--- config.mk ---
export PLATFORM = sky130hd
export DESIGN_NAME = uart_rx_command_decoder
export DESIGN_NICKNAME = d
export VERILOG_FILES = /design/src/rtl/urcd_pkg.sv /design/src/rtl/uart_rx_command_decoder.sv /design/src/rtl/urcd_cfg_regs.sv /design/src/rtl/urcd_sampler.sv /design/src/rtl/urcd_cmd_dec.sv
export VERILOG_INCLUDE_DIRS = /design/src /design/src/rtl
export SDC_FILE = /design/constraint.sdc
export NUM_CORES = 1
export LEC_CHECK = 0
export BUFFER_PORTS_ARGS = -buffer_cell sky130_fd_sc_hd__buf_2
export CAP_MARGIN = 20
export CORE_MARGIN = 3
export CORE_UTILIZATION = 40
export DETAILED_ROUTE_END_ITERATION = 8
export SYNTH_ARGS = -nofsm -noshare
export SYNTH_HDL_FRONTEND = slang
export SYNTH_HIERARCHICAL = 1
export SYNTH_SLANG_ARGS = --single-unit
--- constraint.sdc ---
create_clock -name clk_i -period 7.3 [get_ports clk_i]
set_clock_uncertainty 0.15 [all_clocks]
set_input_delay 1.46 -clock clk_i [delete_from_list [all_inputs] [get_ports clk_i]]
set_output_delay 1.46 -clock clk_i [all_outputs]
set_load 0.01 [all_outputs]
--- src/rtl/uart_rx_command_decoder_defines.svh ---
// ---------------------------------------------------------------------------
// uart rx command decoder assertion macros
// shared concurrent assertion forms, clocked on clk_i, held off in reset
// ---------------------------------------------------------------------------
`ifndef UART_RX_COMMAND_DECODER_DEFINES_SVH
`define UART_RX_COMMAND_DECODER_DEFINES_SVH

// same-cycle implication
`define URCD_ASSERT_NOW(lbl, ante, cons, msg) \
  lbl: assert property (@(posedge clk_i) disable iff (!rst_ni) (ante) |-> (cons)) \
    else $error(msg);

// next-cycle implication
`define URCD_ASSERT_NEXT(lbl, ante, cons, msg) \
  lbl: assert property (@(posedge clk_i) disable iff (!rst_ni) (ante) |=> (cons)) \
    else $error(msg);

`endif

--- src/rtl/urcd_pkg.sv ---
// ---------------------------------------------------------------------------
// urcd package
// types, constants and command codes shared across the uart rx decoder
// ---------------------------------------------------------------------------
package urcd_pkg;

  // serial framing
  localparam int unsigned NUM_BITS    = 8;
  localparam int unsigned BIT_IDX_W   = $clog2(NUM_BITS);
  localparam int unsigned BIT_TICKS_W = 16;
  // bit_ticks plus half of it fits one extra bit
  localparam int unsigned TARGET_W    = BIT_TICKS_W + 1;

  localparam int unsigned COUNTER_WIDTH_DEF = 17;

  localparam logic [BIT_TICKS_W-1:0] BIT_TICKS_RST = 16'd104;

  // apb port
  localparam int unsigned APB_ADDR_W = 3;
  localparam int unsigned APB_DATA_W = 32;

  typedef enum logic [0:0] {
    REG_BIT_TICKS = 1'b0
  } reg_idx_e;

  // command bytes
  localparam logic [7:0] CMD_RAW  = 8'h52; // 'R'
  localparam logic [7:0] CMD_FAST = 8'h46; // 'F'
  localparam logic [7:0] CMD_SLOW = 8'h4F; // 'O'
  localparam logic [7:0] CMD_STOP = 8'h53; // 'S'
  localparam logic [7:0] CMD_SEND = 8'h44; // 'D'

  typedef enum logic [2:0] {
    MODE_NORMAL = 3'd0,
    MODE_FAST   = 3'd1,
    MODE_SLOW   = 3'd2,
    MODE_HALT   = 3'd3,
    MODE_PUSH   = 3'd4
  } report_mode_e;

  // byte completion event from the sampler
  typedef struct packed {
    logic                done;
    logic [NUM_BITS-1:0] value;
  } rx_byte_t;

  // decoder state after this tick
  typedef struct packed {
    report_mode_e mode;
    logic         raw;
  } cmd_state_t;

endpackage

--- src/rtl/uart_rx_command_decoder.sv ---
// an accepted tick word's result word is registered and shows on the master side in the next cycle
// throughput: one tick word per cycle, held back only while the result register is full
// the result register frees in the same cycle that its word is taken
// reset (rst_ni low, asynchronous): line taken as idle high, receiver idle, mode default,
// raw flag off, bit_ticks back to 104, result register empty
// ---------------------------------------------------------------------------
// uart rx command decoder
// 8-bit lsb-first serial receiver fed one line sample per word, with a
// command decoder for report mode and raw forwarding
// ---------------------------------------------------------------------------
`include "uart_rx_command_decoder_defines.svh"

module uart_rx_command_decoder #(
  parameter int unsigned COUNTER_WIDTH = urcd_pkg::COUNTER_WIDTH_DEF
) (
  input  logic                            clk_i,
  input  logic                            rst_ni,
  // tick words in
  input  logic                            s_axis_tvalid,
  output logic                            s_axis_tready,
  input  logic [7:0]                      s_axis_tdata,  // [0] rx_level, [7:1] zero
  // result words out
  output logic                            m_axis_tvalid,
  input  logic                            m_axis_tready,
  output logic [15:0]                     m_axis_tdata,  // [7:0] byte_value,
                                                         // [10:8] report_mode,
                                                         // [11] raw_output, [15:12] zero
  output logic [0:0]                      m_axis_tuser,  // [0] byte_valid
  // configuration
  input  logic                            psel,
  input  logic                            penable,
  input  logic                            pwrite,
  input  logic [urcd_pkg::APB_ADDR_W-1:0] paddr,
  input  logic [urcd_pkg::APB_DATA_W-1:0] pwdata,
  output logic [urcd_pkg::APB_DATA_W-1:0] prdata,
  output logic                            pready
);
  import urcd_pkg::*;

  logic [BIT_TICKS_W-1:0] bit_ticks;
  logic                   tick_acc;
  rx_byte_t               rx_byte;
  cmd_state_t             cmd_state;

  // result register
  logic                   out_vld_q, out_vld_d;
  logic                   out_byte_vld_q;
  logic [NUM_BITS-1:0]    out_byte_q;
  report_mode_e           out_mode_q;
  logic                   out_raw_q;

  // assertion helpers
  logic                   raw_flip;
  logic                   raw_cmd;
  logic                   mode_ok;

  // a tick may enter whenever the result slot is empty or draining this cycle
  assign s_axis_tready = !out_vld_q || m_axis_tready;
  assign tick_acc      = s_axis_tvalid && s_axis_tready;

  urcd_cfg_regs u_cfg (
    .clk_i       (clk_i),
    .rst_ni      (rst_ni),
    .psel        (psel),
    .penable     (penable),
    .pwrite      (pwrite),
    .paddr       (paddr),
    .pwdata      (pwdata),
    .prdata      (prdata),
    .pready      (pready),
    .bit_ticks_o (bit_ticks)
  );

  urcd_sampler #(
    .COUNTER_WIDTH (COUNTER_WIDTH)
  ) u_sampler (
    .clk_i       (clk_i),
    .rst_ni      (rst_ni),
    .tick_i      (tick_acc),
    .level_i     (s_axis_tdata[0]),
    .bit_ticks_i (bit_ticks),
    .byte_o      (rx_byte)
  );

  // only fires on a completed byte, which needs an accepted tick
  urcd_cmd_dec u_cmd (
    .clk_i   (clk_i),
    .rst_ni  (rst_ni),
    .byte_i  (rx_byte),
    .state_o (cmd_state)
  );

  always_comb begin
    out_vld_d = out_vld_q;
    if (tick_acc) begin
      out_vld_d = 1'b1;
    end else if (m_axis_tready) begin
      out_vld_d = 1'b0;
    end
  end

  always_ff @(posedge clk_i or negedge rst_ni) begin
    if (!rst_ni) begin
      out_vld_q <= 1'b0;
    end else begin
      out_vld_q <= out_vld_d;
    end
  end

  // payload, no reset needed
  always_ff @(posedge clk_i) begin
    if (tick_acc) begin
      out_byte_vld_q <= rx_byte.done;
      out_byte_q     <= rx_byte.value;
      out_mode_q     <= cmd_state.mode;
      out_raw_q      <= cmd_state.raw;
    end
  end

  assign m_axis_tvalid = out_vld_q;
  assign m_axis_tuser  = out_byte_vld_q;
  assign m_axis_tdata  = {4'b0000, out_raw_q, out_mode_q, out_byte_q};

  assign raw_flip = tick_acc && (cmd_state.raw != out_raw_q) && out_vld_q;
  assign raw_cmd  = rx_byte.done && (rx_byte.value == CMD_RAW);
  assign mode_ok  = (out_mode_q == MODE_NORMAL) || (out_mode_q == MODE_FAST) ||
                    (out_mode_q == MODE_SLOW) || (out_mode_q == MODE_HALT) ||
                    (out_mode_q == MODE_PUSH);

  // byte field reads zero on ticks that complete no byte
  `URCD_ASSERT_NOW(a_byte_zero, out_vld_q && !out_byte_vld_q, out_byte_q == '0, "byte without valid")
  // a stalled input side means a word is waiting
  `URCD_ASSERT_NOW(a_stall_full, !s_axis_tready, out_vld_q, "input stalled with empty slot")
  // raw flag flips only on an 'R' byte
  `URCD_ASSERT_NEXT(a_raw_cmd, raw_flip, $past(raw_cmd), "raw flag changed without command")
  // report mode stays within its defined codes
  `URCD_ASSERT_NOW(a_mode_range, out_vld_q, mode_ok, "report mode out of range")

endmodule

--- src/rtl/urcd_cfg_regs.sv ---
// ---------------------------------------------------------------------------
// urcd configuration registers
// apb-style register file holding the bit period
// ---------------------------------------------------------------------------
module urcd_cfg_regs (
  input  logic                            clk_i,
  input  logic                            rst_ni,
  input  logic                            psel,
  input  logic                            penable,
  input  logic                            pwrite,
  input  logic [urcd_pkg::APB_ADDR_W-1:0] paddr,
  input  logic [urcd_pkg::APB_DATA_W-1:0] pwdata,
  output logic [urcd_pkg::APB_DATA_W-1:0] prdata,
  output logic                            pready,
  output logic [urcd_pkg::BIT_TICKS_W-1:0] bit_ticks_o
);
  import urcd_pkg::*;

  logic [BIT_TICKS_W-1:0] bit_ticks_q, bit_ticks_d;
  reg_idx_e               reg_idx;
  logic                   in_range;

  // word index sits above the byte offset
  assign reg_idx  = reg_idx_e'(paddr[2]);
  assign in_range = (paddr[APB_ADDR_W-1:2] == '0);

  always_comb begin
    bit_ticks_d = bit_ticks_q;
    if (psel && penable && pwrite && pready && in_range) begin
      case (reg_idx)
        REG_BIT_TICKS: bit_ticks_d = pwdata[BIT_TICKS_W-1:0];
        default:       bit_ticks_d = bit_ticks_q;
      endcase
    end
  end

  always_ff @(posedge clk_i or negedge rst_ni) begin
    if (!rst_ni) begin
      bit_ticks_q <= BIT_TICKS_RST;
    end else begin
      bit_ticks_q <= bit_ticks_d;
    end
  end

  always_comb begin
    prdata = '0;
    if (in_range) begin
      case (reg_idx)
        REG_BIT_TICKS: prdata = APB_DATA_W'(bit_ticks_q);
        default:       prdata = '0;
      endcase
    end
  end

  assign pready      = 1'b1;
  assign bit_ticks_o = bit_ticks_q;

endmodule

--- src/rtl/urcd_sampler.sv ---
// ---------------------------------------------------------------------------
// urcd bit sampler
// start edge detect, bit period timing and lsb-first shift register
// ---------------------------------------------------------------------------
module urcd_sampler #(
  parameter int unsigned COUNTER_WIDTH = urcd_pkg::COUNTER_WIDTH_DEF
) (
  input  logic                             clk_i,
  input  logic                             rst_ni,
  input  logic                             tick_i,
  input  logic                             level_i,
  input  logic [urcd_pkg::BIT_TICKS_W-1:0] bit_ticks_i,
  output urcd_pkg::rx_byte_t               byte_o
);
  import urcd_pkg::*;

  // wide enough for both the counter and the raw target
  localparam int unsigned TW = (COUNTER_WIDTH > TARGET_W) ? COUNTER_WIDTH : TARGET_W;
  localparam logic [COUNTER_WIDTH-1:0] CNT_MAX = {COUNTER_WIDTH{1'b1}};

  logic                     prev_q, prev_d;
  logic                     busy_q, busy_d;
  logic [COUNTER_WIDTH-1:0] cnt_q, cnt_d;
  logic [BIT_IDX_W-1:0]     idx_q, idx_d;
  logic [NUM_BITS-1:0]      shift_q, shift_d;

  logic [TW-1:0]            target_raw;
  logic [COUNTER_WIDTH-1:0] target;
  logic [COUNTER_WIDTH-1:0] cnt_inc;
  logic [NUM_BITS-1:0]      shift_smp;

  always_comb begin
    // first sample one and a half periods after the edge
    if (idx_q == '0) begin
      target_raw = TW'(bit_ticks_i) + TW'(bit_ticks_i >> 1);
    end else begin
      target_raw = TW'(bit_ticks_i);
    end
    if (target_raw > TW'(CNT_MAX)) begin
      target = CNT_MAX;
    end else begin
      target = target_raw[COUNTER_WIDTH-1:0];
    end
    cnt_inc   = (cnt_q < CNT_MAX) ? cnt_q + 1'b1 : cnt_q;
    shift_smp = shift_q | (NUM_BITS'(level_i) << idx_q);
  end

  always_comb begin
    prev_d  = prev_q;
    busy_d  = busy_q;
    cnt_d   = cnt_q;
    idx_d   = idx_q;
    shift_d = shift_q;
    byte_o  = '0;
    if (tick_i) begin
      prev_d = level_i;
      if (busy_q) begin
        cnt_d = cnt_inc;
        if (cnt_inc >= target) begin
          cnt_d   = '0;
          shift_d = shift_smp;
          if (idx_q == BIT_IDX_W'(NUM_BITS - 1)) begin
            busy_d       = 1'b0;
            idx_d        = '0;
            byte_o.done  = 1'b1;
            byte_o.value = shift_smp;
          end else begin
            idx_d = idx_q + 1'b1;
          end
        end
      end else if (prev_q && !level_i) begin
        busy_d  = 1'b1;
        cnt_d   = '0;
        idx_d   = '0;
        shift_d = '0;
      end
    end
  end

  always_ff @(posedge clk_i or negedge rst_ni) begin
    if (!rst_ni) begin
      prev_q  <= 1'b1;
      busy_q  <= 1'b0;
      cnt_q   <= '0;
      idx_q   <= '0;
      shift_q <= '0;
    end else begin
      prev_q  <= prev_d;
      busy_q  <= busy_d;
      cnt_q   <= cnt_d;
      idx_q   <= idx_d;
      shift_q <= shift_d;
    end
  end

endmodule

--- src/rtl/urcd_cmd_dec.sv ---
// ---------------------------------------------------------------------------
// urcd command decoder
// report mode and raw flag driven by received command bytes
// ---------------------------------------------------------------------------
module urcd_cmd_dec (
  input  logic                  clk_i,
  input  logic                  rst_ni,
  input  urcd_pkg::rx_byte_t    byte_i,
  output urcd_pkg::cmd_state_t  state_o
);
  import urcd_pkg::*;

  report_mode_e mode_q, mode_d;
  logic         raw_q, raw_d;

  always_comb begin
    mode_d = mode_q;
    raw_d  = raw_q;
    if (byte_i.done) begin
      case (byte_i.value)
        CMD_RAW:  raw_d  = ~raw_q;
        CMD_FAST: mode_d = MODE_FAST;
        CMD_SLOW: mode_d = MODE_SLOW;
        CMD_STOP: mode_d = MODE_HALT;
        CMD_SEND: mode_d = MODE_PUSH;
        default:  mode_d = mode_q;
      endcase
    end
  end

  always_ff @(posedge clk_i or negedge rst_ni) begin
    if (!rst_ni) begin
      mode_q <= MODE_NORMAL;
      raw_q  <= 1'b0;
    end else begin
      mode_q <= mode_d;
      raw_q  <= raw_d;
    end
  end

  // reported state already includes this tick's command
  assign state_o.mode = mode_d;
  assign state_o.raw  = raw_d;

endmodule

* Yosys cells after proc, flatten, opt, wreduce, memory -nomap -nowiden
Index checks and enable logic that the tools add are counted.
Cells by class: $add $sub $neg 3, order comparisons 3, equal/unequal tests 7, shifts and indexed selects 1, multiplexer cells 28, bitwise logic cells 3, reduce and logical (&&, ||, !) cells 14
Operator list (number):
- $mux 17 | 6
- $eq 8x7->1 const B | 5
- $mux 9 | 4
- $mux 8 | 3
- $add 16x15->17 | 1
- $add 17x1->17 const B | 1
- $ge 17x17->1 | 1
- $gt 17x17->1 const B | 1
- $lt 17x17->1 const B | 1
- $mux 16 | 1
- $mux 3 | 5
- $pmux 3 s4 | 1
- $mux 1 | 8
- $or 8x8->8 | 1
- $shl 1x3->8 | 1
- $logic_and 1x1->1 | 5
- $reduce_and 2->1 | 2
- $reduce_bool 2->1 | 2
- $add 3x1->3 const B | 1
- $eq 3x3->1 const B | 1
- $logic_not 3->1 | 1
- $reduce_and 3->1 | 1
- $logic_not 1->1 | 2
- $ne 2x2->1 const B | 1
- 2 further kinds | 3
Storage, ports and cells: register bits 64, bits of input ports 50, output and inout port bits 52, word-level logic and storage cells 72

* Logic depth before layout (Yosys ltp)
depth in word-level cells 11, mapped depth 21, mapped depth without buffers 20

* Modules after synthesis
The synthesis kept the hierarchy.
By module, submodules not included:
- urcd_sampler | times used 1, cells each 373, area each 3075.4 µm², seq. area each 752.0 µm²
- urcd_cfg_regs | times used 1, cells each 70, area each 903.4 µm², seq. area each 404.1 µm²
- uart_rx_command_decoder | times used 1, cells each 23, area each 485.5 µm², seq. area each 415.4 µm²
- urcd_cmd_dec | times used 1, cells each 29, area each 262.8 µm², seq. area each 100.1 µm²

* Least setup slack after synthesis
OpenSTA, ideal clock, no wires.
path kind flip-flop to flip-flop, start register u_cfg.bit_ticks_q[1] (netlist: u_cfg/bit_ticks_o[1]), end register out_raw_q, data pin, library setup time 0.251 ns, data arrival time 4.360 ns, required time 6.899 ns, path slack 2.539 ns, stages on the path, launching flop included 22, buffers on the path 1, period minus slack after synthesis 4.761 ns, cells stage by stage dfrtp_1 ha_1 inv_1 fa_1 nor2b_1 o2111ai_1 a32oi_1 a31o_2 a21oi_1 nand2b_1 ha_1 and4_1 nand2_1 a211oi_1 nor3_1 nor3b_2 o21a_1 and4bb_2 nand2_1 nand4bb_1 xnor2_1 buf_4
RTL lines:
- from (decl) | line urcd_cfg_regs.sv:19 | logic [BIT_TICKS_W-1:0] bit_ticks_q, bit_ticks_d;
- from (signal assigned) | line urcd_cfg_regs.sv:41 | bit_ticks_q <= bit_ticks_d;
- to (signal assigned) | line uart_rx_command_decoder.sv:116 | out_raw_q <= cmd_state.raw;
- to (decl) | line uart_rx_command_decoder.sv:50 | logic out_raw_q;

==> results.md <==
* Flop pwr share at 29.1%
* Die height at approximately 110 um
* Ys async rst share at 79.7%
* Reg-to-Reg End: out_mode_q[1]$_DFFE_PP_
* Max Clk Rate at 173 MHz
* Pre-Repair DR Iteration Count at 4
* Top sig layer: met4
* Worst-Skew Late Latency at about 340 ps
* Worst VDD drop at 0.163 mV
* HP Class: flop to flop
* Worst R2R Setup Slack at 1530 ps
* Startpoint types: flop
* Worst EP required at 7230 ps
* Clock tree buffer depth at 2
* WL met3 at 526 um
* CTS Sinks at 64
* FF-to-FF path depth at 20
* Number of synthesized flops with an enable pin at 13
* CP max stage delay at ~570 ps
* Top-count cell post-synth: dfrtp_1
* Routed via count at roughly 3700
* DP Worst Slack at 1600 ps
* Pwr Density at ~300 nW/um^2
* Crit. End Element: flop
* R2R Path Start: u_cfg/bit_ticks_o[1]$_DFFE_PN0P_
* Critical Path Source: u_cfg/bit_ticks_o[1]$_DFFE_PN0P_
* Yosys top cell by area: dfrtp_1
* Diodes inserted at 0
* Yosys reg bits at 64
* Width of the die at 115 um
* Worst setup path class: flop to flop
* Clock Power Share at 29.8%
* Cell variety after synth at 70
* Final min period at 5770 ps
* Vias per cell at roughly 5.4
* Largest net degree at the start of global routing at 52
* Largest cells by area after synthesis: dfrtp_1, ha_1, edfxtp_1, a21oi_1, buf_4
* Sw Share at 37.3%
* Slew headroom at between 30% and 40%
* CTS tree: yes
* Setup ws final at 1530 ps
* Post-synthesis sequential area ratio at 35.4%
* Antenna violations before repair at 0
* Fin nets at around 630
* Core Rows at 39
* Max-cap viol count at 0
* Final hold vios at 0
* Worst-Margin Slew at slightly above 1000 ps
* DPL Wire Length at 7260 um
* Post-route clock period utilization at between 70% and 80%
* I/O Buffers at 55
* Clock Tree Root: clkbuf_16
* Met1 WL at 4650 um
* Comb power frac at 41.0%
* RSZ-0062 raised after global routing: false
* Total power at 0.00159 W
* H-tree depth at 3
* Remaining antenna violation count after routing at 0
* Layout area overhead at 13.3%
* Final setup vio count at 0
* Int Power at slightly below 0.001 W
* Met2 WL at 4650 um
* Post-Syn Area per Cell at 9.55 um^2
* Worst path cell trace: ha_1, inv_1, fa_1, nor2b_1, o2111ai_1, a32oi_1, a21oi_1, nor4b_1, nor3_1, ha_1, and4_1, nand2_1, a211oi_1, nor3_1, nor3b_2, o21a_1, nor2b_1, and2_1, o21ai_0, a22o_1
* Wire length of the first global-routing pass at 16600 um
* Wirelength per Cell at 14.4 um
* Initial Util at around two fifths
* LEAKAGE at about 2.5 nW
* Vias in the first global route at 3521
* Post-CTS Setup Inserts at 0
* Crit path to: out_mode_q[1]$_DFFE_PP_
* Worst Path Max Fanout at 10
* Slew Viols, Final at 0
* YS warnings at 6
* DR DRC count at 0
* Critical Path Slowest Stage Cell: nor3b_2
* Full die area at 13200 um^2
* Prevailing post-synth register cell: dfrtp_1
* Routability cong. at approximately 0.83
* GRT overflow at 0
* DRT iter0 DRCs at 166
* CTS buffer count at 9
* Share of layout cells above drive strength 1 at 20.0%
* CTS resizes at 0
* CP Data Arrival Time at 5700 ps
* Core area at 11500 um^2
* Setup TNS at 0 ps
* Total global-route track usage at between 10% and 20%
* Hold Buf Count CTS at 0
* Post-Route WL at 9930 um
* Net Switching at 0.000591 W
* Clock Pin Slew Worst Setup and Hold Paths at 60 ps
* # IOs at around 100
* Outcome: finished, final reports clean
* Gate Count Post-Synth at 495
* Yosys top cell area share at around a quarter
* Cell Area, Synth at roughly 4700 um^2
* Post-synth top cells: dfrtp_1, nand2_1, a21oi_1
==> layout by cell type, fill, tap and decap left out, types with 11 or more instances in the layout <==
| cell | instances |
|---|---|
| ha_1 | 38 |
| o21ai_0 | 19 |
| conb_1 | 21 |
| nor2_1 | 33 |
| buf_2 | 55 |
| a31oi_1 | 15 |
| nand2_1 | 43 |
| inv_1 | 11 |
| nor2b_1 | 17 |
| nor3_1 | 13 |
| o21a_1 | 11 |
| a22o_1 | 11 |
| xnor2_1 | 15 |
| edfxtp_1 | 13 |
| dfrtp_1 | 47 |
| a21oi_1 | 39 |
==> sequential cells by signal, indices dropped and copies added (netlist names) <==
name / cells
m_axis_tuser: 1
m_axis_tvalid: 1
out_byte_q: 8
out_mode_q: 3
out_raw_q: 1
u_cfg/bit_ticks_o: 16
u_cmd/mode_q: 3
u_cmd/raw_q: 1
u_sampler/busy_q: 1
u_sampler/cnt_q: 17
u_sampler/idx_q: 3
u_sampler/prev_q: 1
u_sampler/shift_q: 8
==> per-layer routing <==
| metal | GRT usage [%] | vias to the layer above |
|---|---|---|
| met5 | 0 | - |
| met4 | 4.62 | 0 |
| met3 | 3.86 | 9 |
| met2 | 25.7 | 108 |
| met1 | 20.6 | 1715 |
| li1 | - | 1873 |
==> metrics by stage <==
stage               hold WS (ps)  util [%]  std cells  area (um^2)
floorplan                    280         -        513         4790
global placement             293      43.9        676         5030
detailed placement           310      43.9        676         5030
CTS                          322      46.7        692         5360
global route                 334      46.7        692         5360
finish                       318      46.7        692         5360
==> cells by family (layout without fill, tap and decap cells) <==
family | Yosys count | count (layout) | share of synthesized area [%]
buffers and inverters | 49 | 85 | 6.09
AND/OR/NAND/NOR | 169 | 169 | 20.6
flip-flops | 64 | 64 | 35.4
adder cells (fa/ha/maj) | 39 | 39 | 10.5
XOR/XNOR | 25 | 25 | 4.63
other | 3 | 21 | 0.238
multiplexers | 19 | 19 | 5.27
AO/OA/AOI/OAI | 127 | 127 | 17.4
==> area by class of cell <==
cell class                 instances  area [um^2]
sequential                        64         1670
timing repair buffer              58          298
fill                            1081         6110
clock inverter                     7          101
tap                              143          179
clock buffer                       9          225
multi-input combinational        400         2840
inverter                          11         41.3
==> how the worst min path moves through the flow <==
stage | startpoint | slack, ps | cells past startpoint | endpoint
floorplan | u_cmd/mode_q[0]$_DFF_PN0_ | 280 | 2 | u_cmd/mode_q[0]$_DFF_PN0_
global placement | u_cmd/mode_q[0]$_DFF_PN0_ | 290 | 2 | u_cmd/mode_q[0]$_DFF_PN0_
detailed placement | u_cmd/mode_q[0]$_DFF_PN0_ | 310 | 2 | u_cmd/mode_q[0]$_DFF_PN0_
CTS | u_cmd/raw_q$_DFF_PN0_ | 320 | 1 | u_cmd/raw_q$_DFF_PN0_
global route | u_cmd/raw_q$_DFF_PN0_ | 330 | 1 | u_cmd/raw_q$_DFF_PN0_
finish | u_cmd/raw_q$_DFF_PN0_ | 320 | 1 | u_cmd/raw_q$_DFF_PN0_
==> power by group through the flow <==
stage | sequential [W] | combinational [W] | clock, W
2_1_floorplan | 0.000446 | 0.000523 | 0
3_3_place_gp | 0.000465 | 0.000623 | 0
3_5_place_dp | 0.000467 | 0.000650 | 0
4_1_cts | 0.000462 | 0.000656 | 0.000485
5_1_grt | 0.000470 | 0.000748 | 0.000502
6_report | 0.000462 | 0.000650 | 0.000473
==> critical path: cells and delay by family, from the launching register on <==
family | cells | cell delay (ps)
AOI/OAI and AO/OA | 7 | 1810
DFF | 1 | 450
adders and majority gates | 3 | 920
buffers and inverters | 1 | 60
and+or+nand+nor | 9 | 2120
Note: power is estimated with default switching activity, not from simulation.
